File: src/pva_pkg.sv
// ----------------------------------------------------------------------------
// pva_pkg
// Shared constants, codes and types for the polyphonic voice allocator.
// ----------------------------------------------------------------------------
`timescale 1ns / 1ps
`default_nettype none

package pva_pkg;

	localparam int MAX_VOICES_DEF = 16;
	localparam int AGE_WIDTH_DEF  = 32;

	localparam int FUNC_W = 2;
	localparam int NOTE_W = 7;
	localparam int MASK_W = 16;
	localparam int SLOT_W = 4;
	localparam int ACT_W  = 2;
	localparam int TIER_W = 2;

	localparam logic [FUNC_W-1:0] FUNC_NOTE_ON   = 2'd0;
	localparam logic [FUNC_W-1:0] FUNC_NOTE_OFF  = 2'd1;
	localparam logic [FUNC_W-1:0] FUNC_ALL_NOTES = 2'd2;
	localparam logic [FUNC_W-1:0] FUNC_ALL_SOUND = 2'd3;

	localparam logic [ACT_W-1:0] ACT_START   = 2'd0;
	localparam logic [ACT_W-1:0] ACT_RELEASE = 2'd1;
	localparam logic [ACT_W-1:0] ACT_KILL    = 2'd2;

	localparam logic [TIER_W-1:0] TIER_IDLE     = 2'd0;
	localparam logic [TIER_W-1:0] TIER_RELEASED = 2'd1;
	localparam logic [TIER_W-1:0] TIER_STOLEN   = 2'd2;

	// Status of the running slot search
	typedef struct packed {
		logic free_found;
		logic rel_found;
	} scan_flags_t;

endpackage

`default_nettype wire

File: src/pva_slot_store.sv
// ----------------------------------------------------------------------------
// pva_slot_store
// Per-slot note and age memory with one write port, one registered read port
// and a valid bit per entry so that unwritten entries read as zero.
// ----------------------------------------------------------------------------
`timescale 1ns / 1ps
`default_nettype none

module pva_slot_store
	import pva_pkg::*;
#(
	parameter int NV = MAX_VOICES_DEF,
	parameter int AW = AGE_WIDTH_DEF,
	parameter int IW = $clog2(NV)
) (
	input  wire logic              clk,
	input  wire logic              arst_n,
	input  wire logic              we,
	input  wire logic [IW-1:0]     waddr,
	input  wire logic [NOTE_W-1:0] wnote,
	input  wire logic [AW-1:0]     wage,
	input  wire logic              re,
	input  wire logic [IW-1:0]     raddr,
	output logic      [NOTE_W-1:0] rnote,
	output logic      [AW-1:0]     rage
);

	logic [NOTE_W-1:0] note_mem [NV];
	logic [AW-1:0]     age_mem  [NV];
	logic [NV-1:0]     valid_q;
	logic [NOTE_W-1:0] rnote_q;
	logic [AW-1:0]     rage_q;
	logic              rvalid_q;

	always_ff @(posedge clk) begin
		if (we) begin
			note_mem[waddr] <= wnote;
			age_mem[waddr]  <= wage;
		end
		if (re) begin
			rnote_q <= note_mem[raddr];
			rage_q  <= age_mem[raddr];
		end
	end

	always_ff @(posedge clk or negedge arst_n) begin
		if (!arst_n) begin
			valid_q  <= '0;
			rvalid_q <= 1'b0;
		end else begin
			if (we)
				valid_q[waddr] <= 1'b1;
			if (re)
				rvalid_q <= valid_q[raddr];
		end
	end

	// unwritten entry reads as zero
	assign rnote = rvalid_q ? rnote_q : '0;
	assign rage  = rvalid_q ? rage_q : '0;

endmodule

`default_nettype wire

File: src/pva_scan_unit.sv
// ----------------------------------------------------------------------------
// pva_scan_unit
// Running search over one slot per cycle while en is high: first idle slot, oldest released
// slot and oldest slot overall, using one pair of age comparators.
// ----------------------------------------------------------------------------
`timescale 1ns / 1ps
`default_nettype none

module pva_scan_unit
	import pva_pkg::*;
#(
	parameter int AW = AGE_WIDTH_DEF,
	parameter int IW = 4
) (
	input  wire logic          clk,
	input  wire logic          arst_n,
	input  wire logic          clear,
	input  wire logic          en,
	input  wire logic [IW-1:0] idx,
	input  wire logic          held,
	input  wire logic          sounding,
	input  wire logic [AW-1:0] age,
	output scan_flags_t        flags,
	output logic      [IW-1:0] free_idx,
	output logic      [IW-1:0] rel_idx,
	output logic      [IW-1:0] old_idx
);

	logic          free_found_q, rel_found_q, old_found_q;
	logic [IW-1:0] free_idx_q, rel_idx_q, old_idx_q;
	logic [AW-1:0] rel_age_q, old_age_q;
	logic          take_free, take_rel, take_old;

	assign take_free = en && !free_found_q && !held && !sounding;
	// strict compare keeps the lowest slot on equal ages
	assign take_rel  = en && !held && (!rel_found_q || (age < rel_age_q));
	assign take_old  = en && (!old_found_q || (age < old_age_q));

	always_ff @(posedge clk or negedge arst_n) begin
		if (!arst_n) begin
			free_found_q <= 1'b0;
			rel_found_q  <= 1'b0;
			old_found_q  <= 1'b0;
		end else if (clear) begin
			free_found_q <= 1'b0;
			rel_found_q  <= 1'b0;
			old_found_q  <= 1'b0;
		end else begin
			if (take_free)
				free_found_q <= 1'b1;
			if (take_rel)
				rel_found_q <= 1'b1;
			if (take_old)
				old_found_q <= 1'b1;
		end
	end

	always_ff @(posedge clk) begin
		if (take_free)
			free_idx_q <= idx;
		if (take_rel) begin
			rel_idx_q <= idx;
			rel_age_q <= age;
		end
		if (take_old) begin
			old_idx_q <= idx;
			old_age_q <= age;
		end
	end

	assign flags.free_found = free_found_q;
	assign flags.rel_found  = rel_found_q;
	assign free_idx = free_idx_q;
	assign rel_idx  = rel_idx_q;
	assign old_idx  = old_idx_q;

endmodule

`default_nettype wire

File: src/polyphonic_voice_allocator.sv
// ----------------------------------------------------------------------------
// polyphonic_voice_allocator
// Voice-slot allocator with oldest-note stealing for a polyphonic synth.
// ----------------------------------------------------------------------------
// One event is taken when start is high and busy is low; busy then stays high
// until the event's results are out. Note-on and note-off read every slot's
// note and age through the single read port of the slot memory, one slot per
// cycle. All-notes-off and all-sound-off give one result per cycle. Each
// result appears for one cycle with result_valid high and cannot be held off
// by the receiver; last marks the final result of an event, and a note-off
// that matches no held slot gives none.
// ----------------------------------------------------------------------------
`timescale 1ns / 1ps
`default_nettype none

module polyphonic_voice_allocator
	import pva_pkg::*;
#(
	parameter int MAX_VOICES = MAX_VOICES_DEF,
	parameter int AGE_WIDTH  = AGE_WIDTH_DEF
) (
	input  wire logic              clk,
	input  wire logic              arst_n,
	input  wire logic              start,
	output logic                   busy,
	input  wire logic [FUNC_W-1:0] func,
	input  wire logic [NOTE_W-1:0] note,
	input  wire logic [MASK_W-1:0] sounding_mask,
	output logic                   result_valid,
	output logic      [SLOT_W-1:0] slot,
	output logic      [ACT_W-1:0]  action,
	output logic      [NOTE_W-1:0] voice_note,
	output logic      [TIER_W-1:0] choice_tier,
	output logic                   last
);

	localparam int IW = $clog2(MAX_VOICES);
	localparam logic [IW-1:0] LAST_IDX = IW'(MAX_VOICES - 1);

	typedef enum logic [1:0] {
		ST_IDLE,
		ST_SCAN,
		ST_FINISH,
		ST_BULK
	} state_t;

	state_t            state_q;
	logic [FUNC_W-1:0] func_q;
	logic [NOTE_W-1:0] note_q;
	logic [MASK_W-1:0] mask_q;
	logic [MAX_VOICES-1:0] held_q;
	logic [AGE_WIDTH-1:0]  age_q;
	logic [IW-1:0]     addr_q;
	logic              issue_q;
	logic              pend_q;
	logic [IW-1:0]     pend_idx_q;
	logic              vld_s1;
	logic [IW-1:0]     idx_s1;

	logic              result_valid_q;
	logic [SLOT_W-1:0] slot_q;
	logic [ACT_W-1:0]  action_q;
	logic [NOTE_W-1:0] voice_note_q;
	logic [TIER_W-1:0] choice_tier_q;
	logic              last_q;

	logic              accept;
	logic [NOTE_W-1:0] rd_note;
	logic [AGE_WIDTH-1:0] rd_age;
	logic [31:0]       idx_ext;
	logic              sounding;
	logic              held_s1;
	logic              match_s1;
	scan_flags_t       flags;
	logic [IW-1:0]     free_idx, rel_idx, old_idx;
	logic [IW-1:0]     sel_idx;
	logic [TIER_W-1:0] sel_tier;
	logic              wr_en;
	logic [AGE_WIDTH-1:0] age_next;

	assign accept   = start && (state_q == ST_IDLE);
	assign busy     = (state_q != ST_IDLE);
	assign idx_ext  = 32'(idx_s1);
	// slots past the mask width never sound
	assign sounding = (idx_ext < 32'(MASK_W)) && mask_q[idx_ext[3:0]];
	assign held_s1  = held_q[idx_s1];
	assign match_s1 = vld_s1 && (func_q == FUNC_NOTE_OFF) && held_s1 && (rd_note == note_q);
	assign age_next = age_q + AGE_WIDTH'(1);
	assign wr_en    = (state_q == ST_FINISH) && (func_q == FUNC_NOTE_ON);

	always_comb begin
		if (flags.free_found) begin
			sel_idx  = free_idx;
			sel_tier = TIER_IDLE;
		end else if (flags.rel_found) begin
			sel_idx  = rel_idx;
			sel_tier = TIER_RELEASED;
		end else begin
			sel_idx  = old_idx;
			sel_tier = TIER_STOLEN;
		end
	end

	pva_slot_store #(
		.NV(MAX_VOICES),
		.AW(AGE_WIDTH),
		.IW(IW)
	) u_store (
		.clk   (clk),
		.arst_n(arst_n),
		.we    (wr_en),
		.waddr (sel_idx),
		.wnote (note_q),
		.wage  (age_next),
		.re    (issue_q),
		.raddr (addr_q),
		.rnote (rd_note),
		.rage  (rd_age)
	);

	pva_scan_unit #(
		.AW(AGE_WIDTH),
		.IW(IW)
	) u_scan (
		.clk     (clk),
		.arst_n  (arst_n),
		.clear   (accept),
		.en      (vld_s1),
		.idx     (idx_s1),
		.held    (held_s1),
		.sounding(sounding),
		.age     (rd_age),
		.flags   (flags),
		.free_idx(free_idx),
		.rel_idx (rel_idx),
		.old_idx (old_idx)
	);

	always_ff @(posedge clk) begin
		if (accept) begin
			func_q <= func;
			note_q <= note;
			mask_q <= sounding_mask;
		end
		idx_s1 <= addr_q;
		if (match_s1)
			pend_idx_q <= idx_s1;
	end

	always_ff @(posedge clk or negedge arst_n) begin
		if (!arst_n) begin
			state_q        <= ST_IDLE;
			held_q         <= '0;
			age_q          <= '0;
			addr_q         <= '0;
			issue_q        <= 1'b0;
			vld_s1         <= 1'b0;
			pend_q         <= 1'b0;
			result_valid_q <= 1'b0;
			slot_q         <= '0;
			action_q       <= ACT_START;
			voice_note_q   <= '0;
			choice_tier_q  <= TIER_IDLE;
			last_q         <= 1'b0;
		end else begin
			result_valid_q <= 1'b0;
			vld_s1         <= issue_q;
			case (state_q)
				ST_IDLE: begin
					if (accept) begin
						addr_q <= '0;
						pend_q <= 1'b0;
						if ((func == FUNC_NOTE_ON) || (func == FUNC_NOTE_OFF)) begin
							issue_q <= 1'b1;
							state_q <= ST_SCAN;
						end else begin
							held_q  <= '0;
							state_q <= ST_BULK;
						end
					end
				end
				ST_SCAN: begin
					if (issue_q) begin
						addr_q <= addr_q + IW'(1);
						if (addr_q == LAST_IDX)
							issue_q <= 1'b0;
					end
					// hold each match until the next one shows it was not the last
					if (match_s1) begin
						held_q[idx_s1] <= 1'b0;
						pend_q         <= 1'b1;
						if (pend_q) begin
							result_valid_q <= 1'b1;
							slot_q         <= SLOT_W'(pend_idx_q);
							action_q       <= ACT_RELEASE;
							voice_note_q   <= note_q;
							choice_tier_q  <= TIER_IDLE;
							last_q         <= 1'b0;
						end
					end
					if (vld_s1 && (idx_s1 == LAST_IDX))
						state_q <= ST_FINISH;
				end
				ST_FINISH: begin
					if (func_q == FUNC_NOTE_ON) begin
						age_q           <= age_next;
						held_q[sel_idx] <= 1'b1;
						result_valid_q  <= 1'b1;
						slot_q          <= SLOT_W'(sel_idx);
						action_q        <= ACT_START;
						voice_note_q    <= note_q;
						choice_tier_q   <= sel_tier;
						last_q          <= 1'b1;
					end else if (pend_q) begin
						result_valid_q <= 1'b1;
						slot_q         <= SLOT_W'(pend_idx_q);
						action_q       <= ACT_RELEASE;
						voice_note_q   <= note_q;
						choice_tier_q  <= TIER_IDLE;
						last_q         <= 1'b1;
					end
					pend_q  <= 1'b0;
					state_q <= ST_IDLE;
				end
				ST_BULK: begin
					result_valid_q <= 1'b1;
					slot_q         <= SLOT_W'(addr_q);
					action_q       <= (func_q == FUNC_ALL_NOTES) ? ACT_RELEASE : ACT_KILL;
					voice_note_q   <= note_q;
					choice_tier_q  <= TIER_IDLE;
					last_q         <= (addr_q == LAST_IDX);
					addr_q         <= addr_q + IW'(1);
					if (addr_q == LAST_IDX)
						state_q <= ST_IDLE;
				end
				default: begin
					state_q <= ST_IDLE;
				end
			endcase
		end
	end

	assign result_valid = result_valid_q;
	assign slot         = slot_q;
	assign action       = action_q;
	assign voice_note   = voice_note_q;
	assign choice_tier  = choice_tier_q;
	assign last         = last_q;

endmodule

`default_nettype wire

File: config.mk
export PLATFORM = sky130hd
export DESIGN_NAME = polyphonic_voice_allocator
export DESIGN_NICKNAME = d
export VERILOG_FILES = /design/src/pva_pkg.sv /design/src/pva_slot_store.sv /design/src/pva_scan_unit.sv /design/src/polyphonic_voice_allocator.sv
export SDC_FILE = /design/constraint.sdc
export NUM_CORES = 1
export LEC_CHECK = 0
export BUFFER_PORTS_ARGS = -buffer_cell sky130_fd_sc_hd__buf_2
export CAP_MARGIN = 20
export CORE_UTILIZATION = 41
export DETAILED_ROUTE_END_ITERATION = 8
export GPL_ROUTABILITY_DRIVEN = 0
export PLACE_DENSITY = 0.65
export SLEW_MARGIN = 10
export SYNTH_ARGS = -nofsm -noshare
export SYNTH_HDL_FRONTEND = slang
export SYNTH_SLANG_ARGS = --single-unit
File: constraint.sdc
create_clock -name clk -period 12.3 [get_ports clk]
set_clock_uncertainty 0.1 [all_clocks]
set_input_delay 0.615 -clock clk [delete_from_list [all_inputs] [get_ports clk]]
set_output_delay 0.615 -clock clk [all_outputs]
set_load 0.005 [all_outputs]
# Yosys cells after proc, flatten, opt, wreduce, memory -nomap -nowiden
# Memories as Yosys holds them, arrays and structs flattened. A register that Yosys moved wholly into a read port is not among the register bits.
# Index checks and enable logic that the tools add are counted.
totals:
  regBits: 203
  ramBits: 624
  in_bits: 28
  n_memories: 2
classes:
  n_addsub: 2
  magnitude_cmp: 8
  n_eq_ne: 19
  muxes: 71
  n_bitwise: 4
  reduce_logical: 42
mem_list:
  columns: ["memory", "words", "word_bits", "read_ports", "rd_ports_with_merged_regs", "write_ports", "line_no", "text"]
  rows:
  - ["u_store.age_mem", 16, 32, 1, 1, 1, "pva_slot_store.sv:29", "logic [AW-1:0] age_mem [NV];"]
  - ["u_store.note_mem", 16, 7, 1, 1, 1, "pva_slot_store.sv:28", "logic [NOTE_W-1:0] note_mem [NV];"]
ops:
  columns: ["operator", "n"]
  rows:
  - ["32-bit less-than comparator", 2]
  - ["16-bit two-way mux", 4]
  - ["16-bit one-hot mux with 3 select lines", 1]
  - ["32-bit by 1-bit adder with 32-bit output (second input constant)", 1]
  - ["32-bit two-way mux", 1]
  - ["16-bit bitwise OR", 2]
  - ["4-bit two-way mux", 7]
  - ["7-bit two-way mux", 4]
  - ["1-bit two-way mux", 26]
  - ["2-bit two-way mux", 13]
  - ["4-bit one-hot mux with 3 select lines", 2]
  - ["7-bit one-hot mux with 3 select lines", 1]
  - ["4-bit by 5-bit less-than comparator with 1-bit output (second input constant)", 4]
  - ["16-bit bitwise AND", 1]
  - ["16-bit inverter", 1]
  - ["1-bit logical AND", 15]
  - ["2-bit != test (second input constant)", 7]
  - ["1-bit binary-select mux with 4-bit select", 3]
  - ["2-bit one-hot mux with 3 select lines", 2]
  - ["3-bit AND reduction", 4]
  - ["2-bit nonzero test", 5]
  - ["1-bit one-hot mux with 3 select lines", 3]
  - ["3-bit nonzero test", 3]
  - ["1-bit demux with 4-bit select", 2]
  - ["other kinds (16)", 32]

# Depth between registers and ports, before layout
# Gate-level depths: netlist of the first run.
logic_depth:
  ltp_word: 9
  mapped_depth: 10
  ltp_nobuf: 8

# Hierarchy
# Synthesis of the first run repeated with hierarchy kept, for this count alone.
hier_totals:
  cells_unflattened: 1864
  area_unflattened_um2: 35258.8
modules_own_cells:
  columns: ["module", "n_inst", "cells_each", "area_each_um2", "seq_area_each_um2"]
  rows:
  - ["pva_slot_store", 1, 1010, 25630.8, 20334.5]
  - ["polyphonic_voice_allocator", 1, 538, 5626.6, 2802.7]
  - ["pva_scan_unit", 1, 316, 4001.3, 2357.3]

# Least setup slack after synthesis of the first run
# Ideal clock, no wire load.
synth_path:
  path_kind: "reg2reg"
  startpoint: "register u_store.rvalid_q"
  endpoint: "register u_scan.old_age_q[0] (enable)"
  setup_ps: 530
  t_arrival_ps: 5743
  required_ps: 11670
  setup_slack_ps: 5928
  stages_incl_launch_ff: 11
  period_less_slack_ps: 6372
  path_cell_list: "dfrtp_1 clkbuf_1 clkbuf_1 and2_1 ha_1 a211o_1 o211ai_1 a21oi_1 o211ai_1 a21boi_0 o41ai_1"
synth_between:
  elab_chain_cells: 4
synth_lines:
  columns: ["item", "line_no", "text"]
  rows:
  - ["start: declaration", "pva_slot_store.sv:33", "logic rvalid_q;"]
  - ["start signal: assignment", "pva_slot_store.sv:54", "rvalid_q <= valid_q[raddr];"]
  - ["32-bit two-way mux", "pva_slot_store.sv:60", "assign rage = rvalid_q ? rage_q : '0;"]
  - ["via rd_age[9]", "polyphonic_voice_allocator.sv:69", "logic [AGE_WIDTH-1:0] rd_age;"]
  - ["32-bit less-than comparator", "pva_scan_unit.sv:37", "assign take_old = en && (!old_found_q || (age < old_age_q));"]
  - ["1-bit logical OR", "pva_scan_unit.sv:37", null]
  - ["1-bit logical AND", "pva_scan_unit.sv:37", null]
  - ["via u_scan.take_old", "pva_scan_unit.sv:32", "logic take_free, take_rel, take_old;"]
  - ["end signal: assignment", "pva_scan_unit.sv:67", "old_age_q <= age;"]
  - ["end: declaration", "pva_scan_unit.sv:31", "logic [AW-1:0] rel_age_q, old_age_q;"]
# The timed path passes the listed nets, and every way through them passes these cells.
# A chain may end at the register's enable or synchronous reset.

==> results of run 1 <==
## flip-flops by register name, summed over array words and instances, names as in the netlist, 4 cells and up
register          count
u_scan.rel_age_q     32
u_store.rnote_q       7
slot                  4
held_q               16
u_store.note_mem    112
addr_q                4
mask_q               16
u_scan.old_age_q     32
u_store.valid_q      16
voice_note            7
u_scan.free_idx       4
idx_s1                4
u_scan.rel_idx        4
note_q                7
u_scan.old_idx        4
pend_idx_q            4
u_store.age_mem     512
u_store.rage_q       32
age_q                32
## area by class of cell
type | count | area share
Clock inverter | 46 | 0.0104
Inverter | 82 | 0.00774
Sequential cell | 866 | 0.642
Clock buffer | 116 | 0.0608
Timing Repair Buffer | 92 | 0.0151
Multi-Input combinational cell | 820 | 0.229
Tap cell | 1134 | 0.0357
## stage by stage
step | std cells | utilization | setup WS (ps) | area (µm²) | hold WS (ps)
6_report | 3156 | 0.473 | 8400 | 39800 | 57.3
2_1_floorplan | 1850 | - | 5930 | 35100 | 219
5_1_grt | 3156 | 0.473 | 8160 | 39800 | 32.7
4_1_cts | 3140 | 0.471 | 8330 | 39600 | 21.7
3_3_place_gp | 2977 | 0.437 | 8380 | 36700 | 346
3_5_place_dp | 2977 | 0.437 | 8350 | 36700 | 350
## what timing repair did
| action | in CTS | in global routing |
|---|---|---|
| endpoints found under the hold margin | 46 | 0 |
| hold buffers | 1 | 0 |
| buffers inserted | 0 | 0 |
| endpoints found under the setup margin | 0 | 0 |
## Yosys cell counts (29+ instances only)
cell type  count  area share
dfrtp_1       94       0.067
nor2_1        74      0.0079
and2_1        33      0.0059
mux4_2       209        0.13
xnor2_1       32      0.0080
clkbuf_1      56      0.0060
ha_1          66       0.024
o21ai_0       29      0.0041
inv_1         82      0.0088
xor2_1        33      0.0082
nand2_1       72      0.0077
edfxtp_1     768        0.66
a21oi_1       49      0.0070
## metal layers
metal	up-vias	routed length (µm)
met1	9215	32300
met4	0	1290
met5	-	0
li1	7588	-
met3	99	4290
met2	547	37900
## power groups by stage
stage	Clock (mW)	Combinational, mW	Sequential (mW)
floorplan	0	1.19	3.79
global placement	0	1.52	3.93
detailed placement	0	1.56	3.94
CTS	2.64	1.57	3.88
global route	2.75	1.71	3.92
finish	2.59	1.55	3.88
## kinds of logic (layout without fill, tap and decap cells)
kind of cell / Yosys count / in the layout / synth area share
flops: 866 / 866 / 0.727
compound gates: 163 / 163 / 0.0309
fa+ha+maj: 67 / 67 / 0.0238
buf+inv: 164 / 336 / 0.0186
xor+xnor: 65 / 65 / 0.0162
mux: 222 / 222 / 0.139
simple gates: 303 / 303 / 0.0446
## path summary, 6_finish.rpt
kind / slack, ps / endpoint / cells after the start
setup / recovery: 8400 / u_store.rage_q[16] / 4
hold / removal: 60 / note_q[0] / 1
setup reg to reg: 8400 / u_store.rage_q[16] / 4
hold reg to reg: 360 / u_store.valid_q[7] / 1
max in group asynchronous: 10410 / age_q[29] / 3
min in group asynchronous: 520 / u_store.rvalid_q / 2
==> results.toml, run 1 <==
[power]
p_clk_frac = 0.323
power_mw = 8.03
seqPwrFrac = 0.483
p_leak_nw = 12.7
p_sw_mw = 2.24
intPower_mw = 5.79
peakVddDrop_v = 0.000107
switching_share = 0.278
powerDensity_nw_per_um2 = 202
pwr-share-comb = 0.193

[final_layout]
fillCellCount = 6945
drive_above_1_share = 0.243
regArea_um2 = 25500
synthToLayoutAreaGrowth_pct = 13.4
mostFrequentLayoutCells = "edfxtp_1, mux4_2, dfrtp_1, clkbuf_16, inv_1"
layout_commonest_cell = "edfxtp_1"
multiInputGateArea_um2 = 9090
antenna_cells = 0
nets = 2043

[worst_setup_path]
cpPeakStageDelay_ps = 900
path_buf_inv = 2
crit_path_start_kind = "flop"
crit_slowest_cell = "buf_4"
cp.required_ps = 12570
critPathLaunch = "addr_q[1]"
path_delay_family = "buffers and inverters"
crit_type = "flop to flop"
crit_fanout = 67
r2r-start = "addr_q[1]"
path_cells = "buf_4 > buf_4 > mux4_2 > mux4_2"
cp-end-kind = "flop"
arrival_ps = 4170

[die]
io_pins = 46
start_util = 0.417
dieArea_um2 = 86700
core_area_um2 = 84100
die_w_um = 294
die_h_um = 294
rows = 106

[placed_design]
dp.final_hpwl_mm = 40.7
portBuffers = 45

[timing]
slew_violations = 0
slew_headroom = 0.300
tightest_slew_ps = 1040
rsz0062_at_grt = "false"
period_share = 0.317
setup_viol = 0
finalCriticalPeriod_ps = 3900
fmax_mhz = 256
finalHoldViolCount = 0
finalSetupTns_ps = 0

[yosys]
synth_nets = 1944
synthFlopType = "edfxtp_1"
synth_cell_types = 69
synth_seq_cells = 866
syn_area_um2 = 35100
synth_edf_count = 768
yosysWarnings = 0
synthArstFlopShare = 0.109
synthCells = 1850
seq_area_frac_synth = 0.727
avgSynthCellArea_um2 = 18.9

[drt]
drc = 0
wirelength_mm = 75.8
firstDrtPassIters = 5
vias_per_cell = 5.53
drt-initial-drc-count = 1633
drt-wirelength-per-cell_um = 24.0
ant_nets = 0
num_vias = 17400

[global_routing]
grt_pass1_wl_mm = 113
grtUsageMet3 = 0.0278
grt_usage = 0.177
first_global_vias = 17700
grt_max_degree = 68
met2_usage = 0.296
grt_use_met1 = 0.245
antenna_found_initial = 3
top_usage_layer = "met2"
grt-ovfl-total = 0

[status]
outcome = "complete, no violations"

[worst_hold_path]
min_from = "note[0]"
hold_path.class = "input pin to flop"

[cts]
cts_root_buffer = "clkbuf_16"
cts_buffer_depth = 3
cts_max_level = 3
cts_resized = 0
clkTransAtPathRegs_ps = 60
cts_sinks = 866
cts_tree = "done"
clock_latency_ps = 630
cts_buffers = 87

[job]
cap_violations = 0
No activity file was read; power rests on OpenSTA's default activity.
==> run 2: changes to the inputs <==
--- a/config.mk
+++ b/config.mk
@@ -10,7 +10,7 @@
 export CORE_UTILIZATION = 41
 export DETAILED_ROUTE_END_ITERATION = 8
 export GPL_ROUTABILITY_DRIVEN = 0
-export PLACE_DENSITY = 0.65
+export PLACE_DENSITY = 0.67
 export SLEW_MARGIN = 10
 export SYNTH_ARGS = -nofsm -noshare
 export SYNTH_HDL_FRONTEND = slang
==> constraint.sdc (replaced) <==
create_clock -name clk -period 3.39 [get_ports clk]
set_clock_uncertainty 0.1 [all_clocks]
set_input_delay 0.1695 -clock clk [delete_from_list [all_inputs] [get_ports clk]]
set_output_delay 0.1695 -clock clk [all_outputs]
set_load 0.005 [all_outputs]
==> results.toml, run 2 (synthesis gave the netlist of run 1 again) <==
[placed_design]
dp_cells = 3055
portBuffers = 45
dpl_cell_area_um2 = 37900
dp.final_hpwl_mm = 46.2

[drt]
ant_nets = 0
wirelength_mm = 77.1
drt-initial-drc-count = 1643
drc = 0
drt-wirelength-per-cell_um = 23.7
firstDrtPassIters = 5
num_vias = 17800
vias_per_cell = 5.48

[final_layout]
largest_register = "u_store.age_mem"
nets = 2140
drive_above_1_share = 0.265
layout_commonest_cell = "edfxtp_1"
design_area_um2 = 41000
stdcell_count = 3254
final_util = 0.488
reg_top3 = "u_store.age_mem: 512 flops, u_store.note_mem: 112 flops"
mostFrequentLayoutCells = "edfxtp_1, mux4_2, dfrtp_1, clkbuf_16, inv_1"
synthToLayoutAreaGrowth_pct = 17.0
largest_register_ffs = 512
fillCellCount = 6824

[worst_setup_path]
crit_path_start_kind = "flop"
crit_type = "flop to flop"
arrival_ps = 3240
cpPeakStageDelay_ps = 410
cpMostUsedCell = "a21o_1"
cp-end-kind = "flop"
rr_worst_depth = 10
crit_slowest_cell = "dfrtp_1"
cp.required_ps = 3610
path_cells = "buf_12 > and2_4 > ha_1 > a21o_1 > a21o_1 > a221oi_1 > o21ai_0 > a41o_1 > a21oi_4 > buf_4"
crit_fanout = 42

[power]
p_leak_nw = 13.2
powerDensity_nw_per_um2 = 719
peakVddDrop_v = 0.000374

[cts]
clock_latency_ps = 640
cts_tree = "done"
cts_buffer_depth = 3
cts_setup_buffers = 0
cts_sinks = 866
cts_max_level = 3
clkTransAtPathRegs_ps = 70
cts_buffers = 87
cts_root_buffer = "clkbuf_16"

[global_routing]
antenna_found_initial = 0
grt_usage = 0.180
grt-ovfl-total = 0
first_global_vias = 18700
grt_pass1_wl_mm = 116
grt_max_degree = 95

[timing]
slew_headroom = 0.316
fmax_mhz = 331
finalSetupTns_ps = 0
rsz0062_at_grt = "false"
slew_violations = 0
period_share = 0.890
finalCriticalPeriod_ps = 3020
finalHoldViolCount = 0
tightest_slew_ps = 1020
setup_viol = 0

[die]
dieArea_um2 = 86700
core_area_um2 = 84100
io_pins = 46
die_w_um = 294
die_h_um = 294
rows = 106
start_util = 0.417

[worst_hold_path]
hold_path.class = "input pin to async pin"

[status]
outcome = "complete, no violations"

[job]
cap_violations = 0
[run 2: per-stage QoR]
stage | hold WS (ps) | worst slack [ps] | power (mW)
after floorplan | -226 | -325 | 18.2
after global routing | 69.3 | 254 | 30.7
after CTS | 26.6 | 241 | 29.7
after global placement | 158 | 435 | 20.2
final | 11.6 | 372 | 29.5
after detailed placement | 167 | 257 | 20.5
[run 2: worst paths after layout]
check / start / to / slack, ps
worst min register to register: u_store.valid_q[11] / u_store.valid_q[11] / 360
worst min-delay path: arst_n / held_q[2] / 10
min in group clk: note[6] / note_q[6] / 140
worst max register to register: u_store.rvalid_q / u_scan.rel_age_q[29] / 370
max in group asynchronous: arst_n / age_q[13] / 2680
worst max-delay path: u_store.rvalid_q / u_scan.rel_age_q[29] / 370
[run 2: where the power goes]
| group | internal (mW) | switching (mW) | total (mW) |
|---|---|---|---|
| Sequential | 13.2 | 0.649 | 13.8 |
| Clock | 5.32 | 3.95 | 9.26 |
| Combinational | 2.77 | 3.64 | 6.41 |
| Total | 21.3 | 8.24 | 29.5 |
[run 2: layout make-up]
type	count	area [µm²]	area share
Tap cell	1134	1420	0.0346
Antenna cell	1	2.50	0.0000610
Multi-Input combinational cell	820	9140	0.223
Sequential cell	866	25500	0.622
Inverter	82	308	0.00750
Clock inverter	46	360	0.00878
Timing Repair Buffer	189	1910	0.0466
Clock buffer	116	2380	0.0580
[run 2: worst max-delay path, delay by kind of cell (launching register included)]
family,cells,cell delay (ps)
compound gates,6,1250
buf+inv,2,410
flops,1,410
fa+ha+maj,1,310
simple gates,1,180
[run 2: repair_timing]
action,in CTS,in global routing
hold buffers,27,0
endpoints found under the setup margin,0,16
hold endpoints to repair,123,0
resized for setup,0,1
[run 2: per-layer routing]
layer,vias up,share of wire,wire [µm],GRT usage
met2,560,0.48,37400,0.294
met4,0,0.018,1410,0.0471
met3,103,0.057,4380,0.0253
li1,7774,-,-,-
met1,9389,0.44,33900,0.256
met5,-,0,0,0
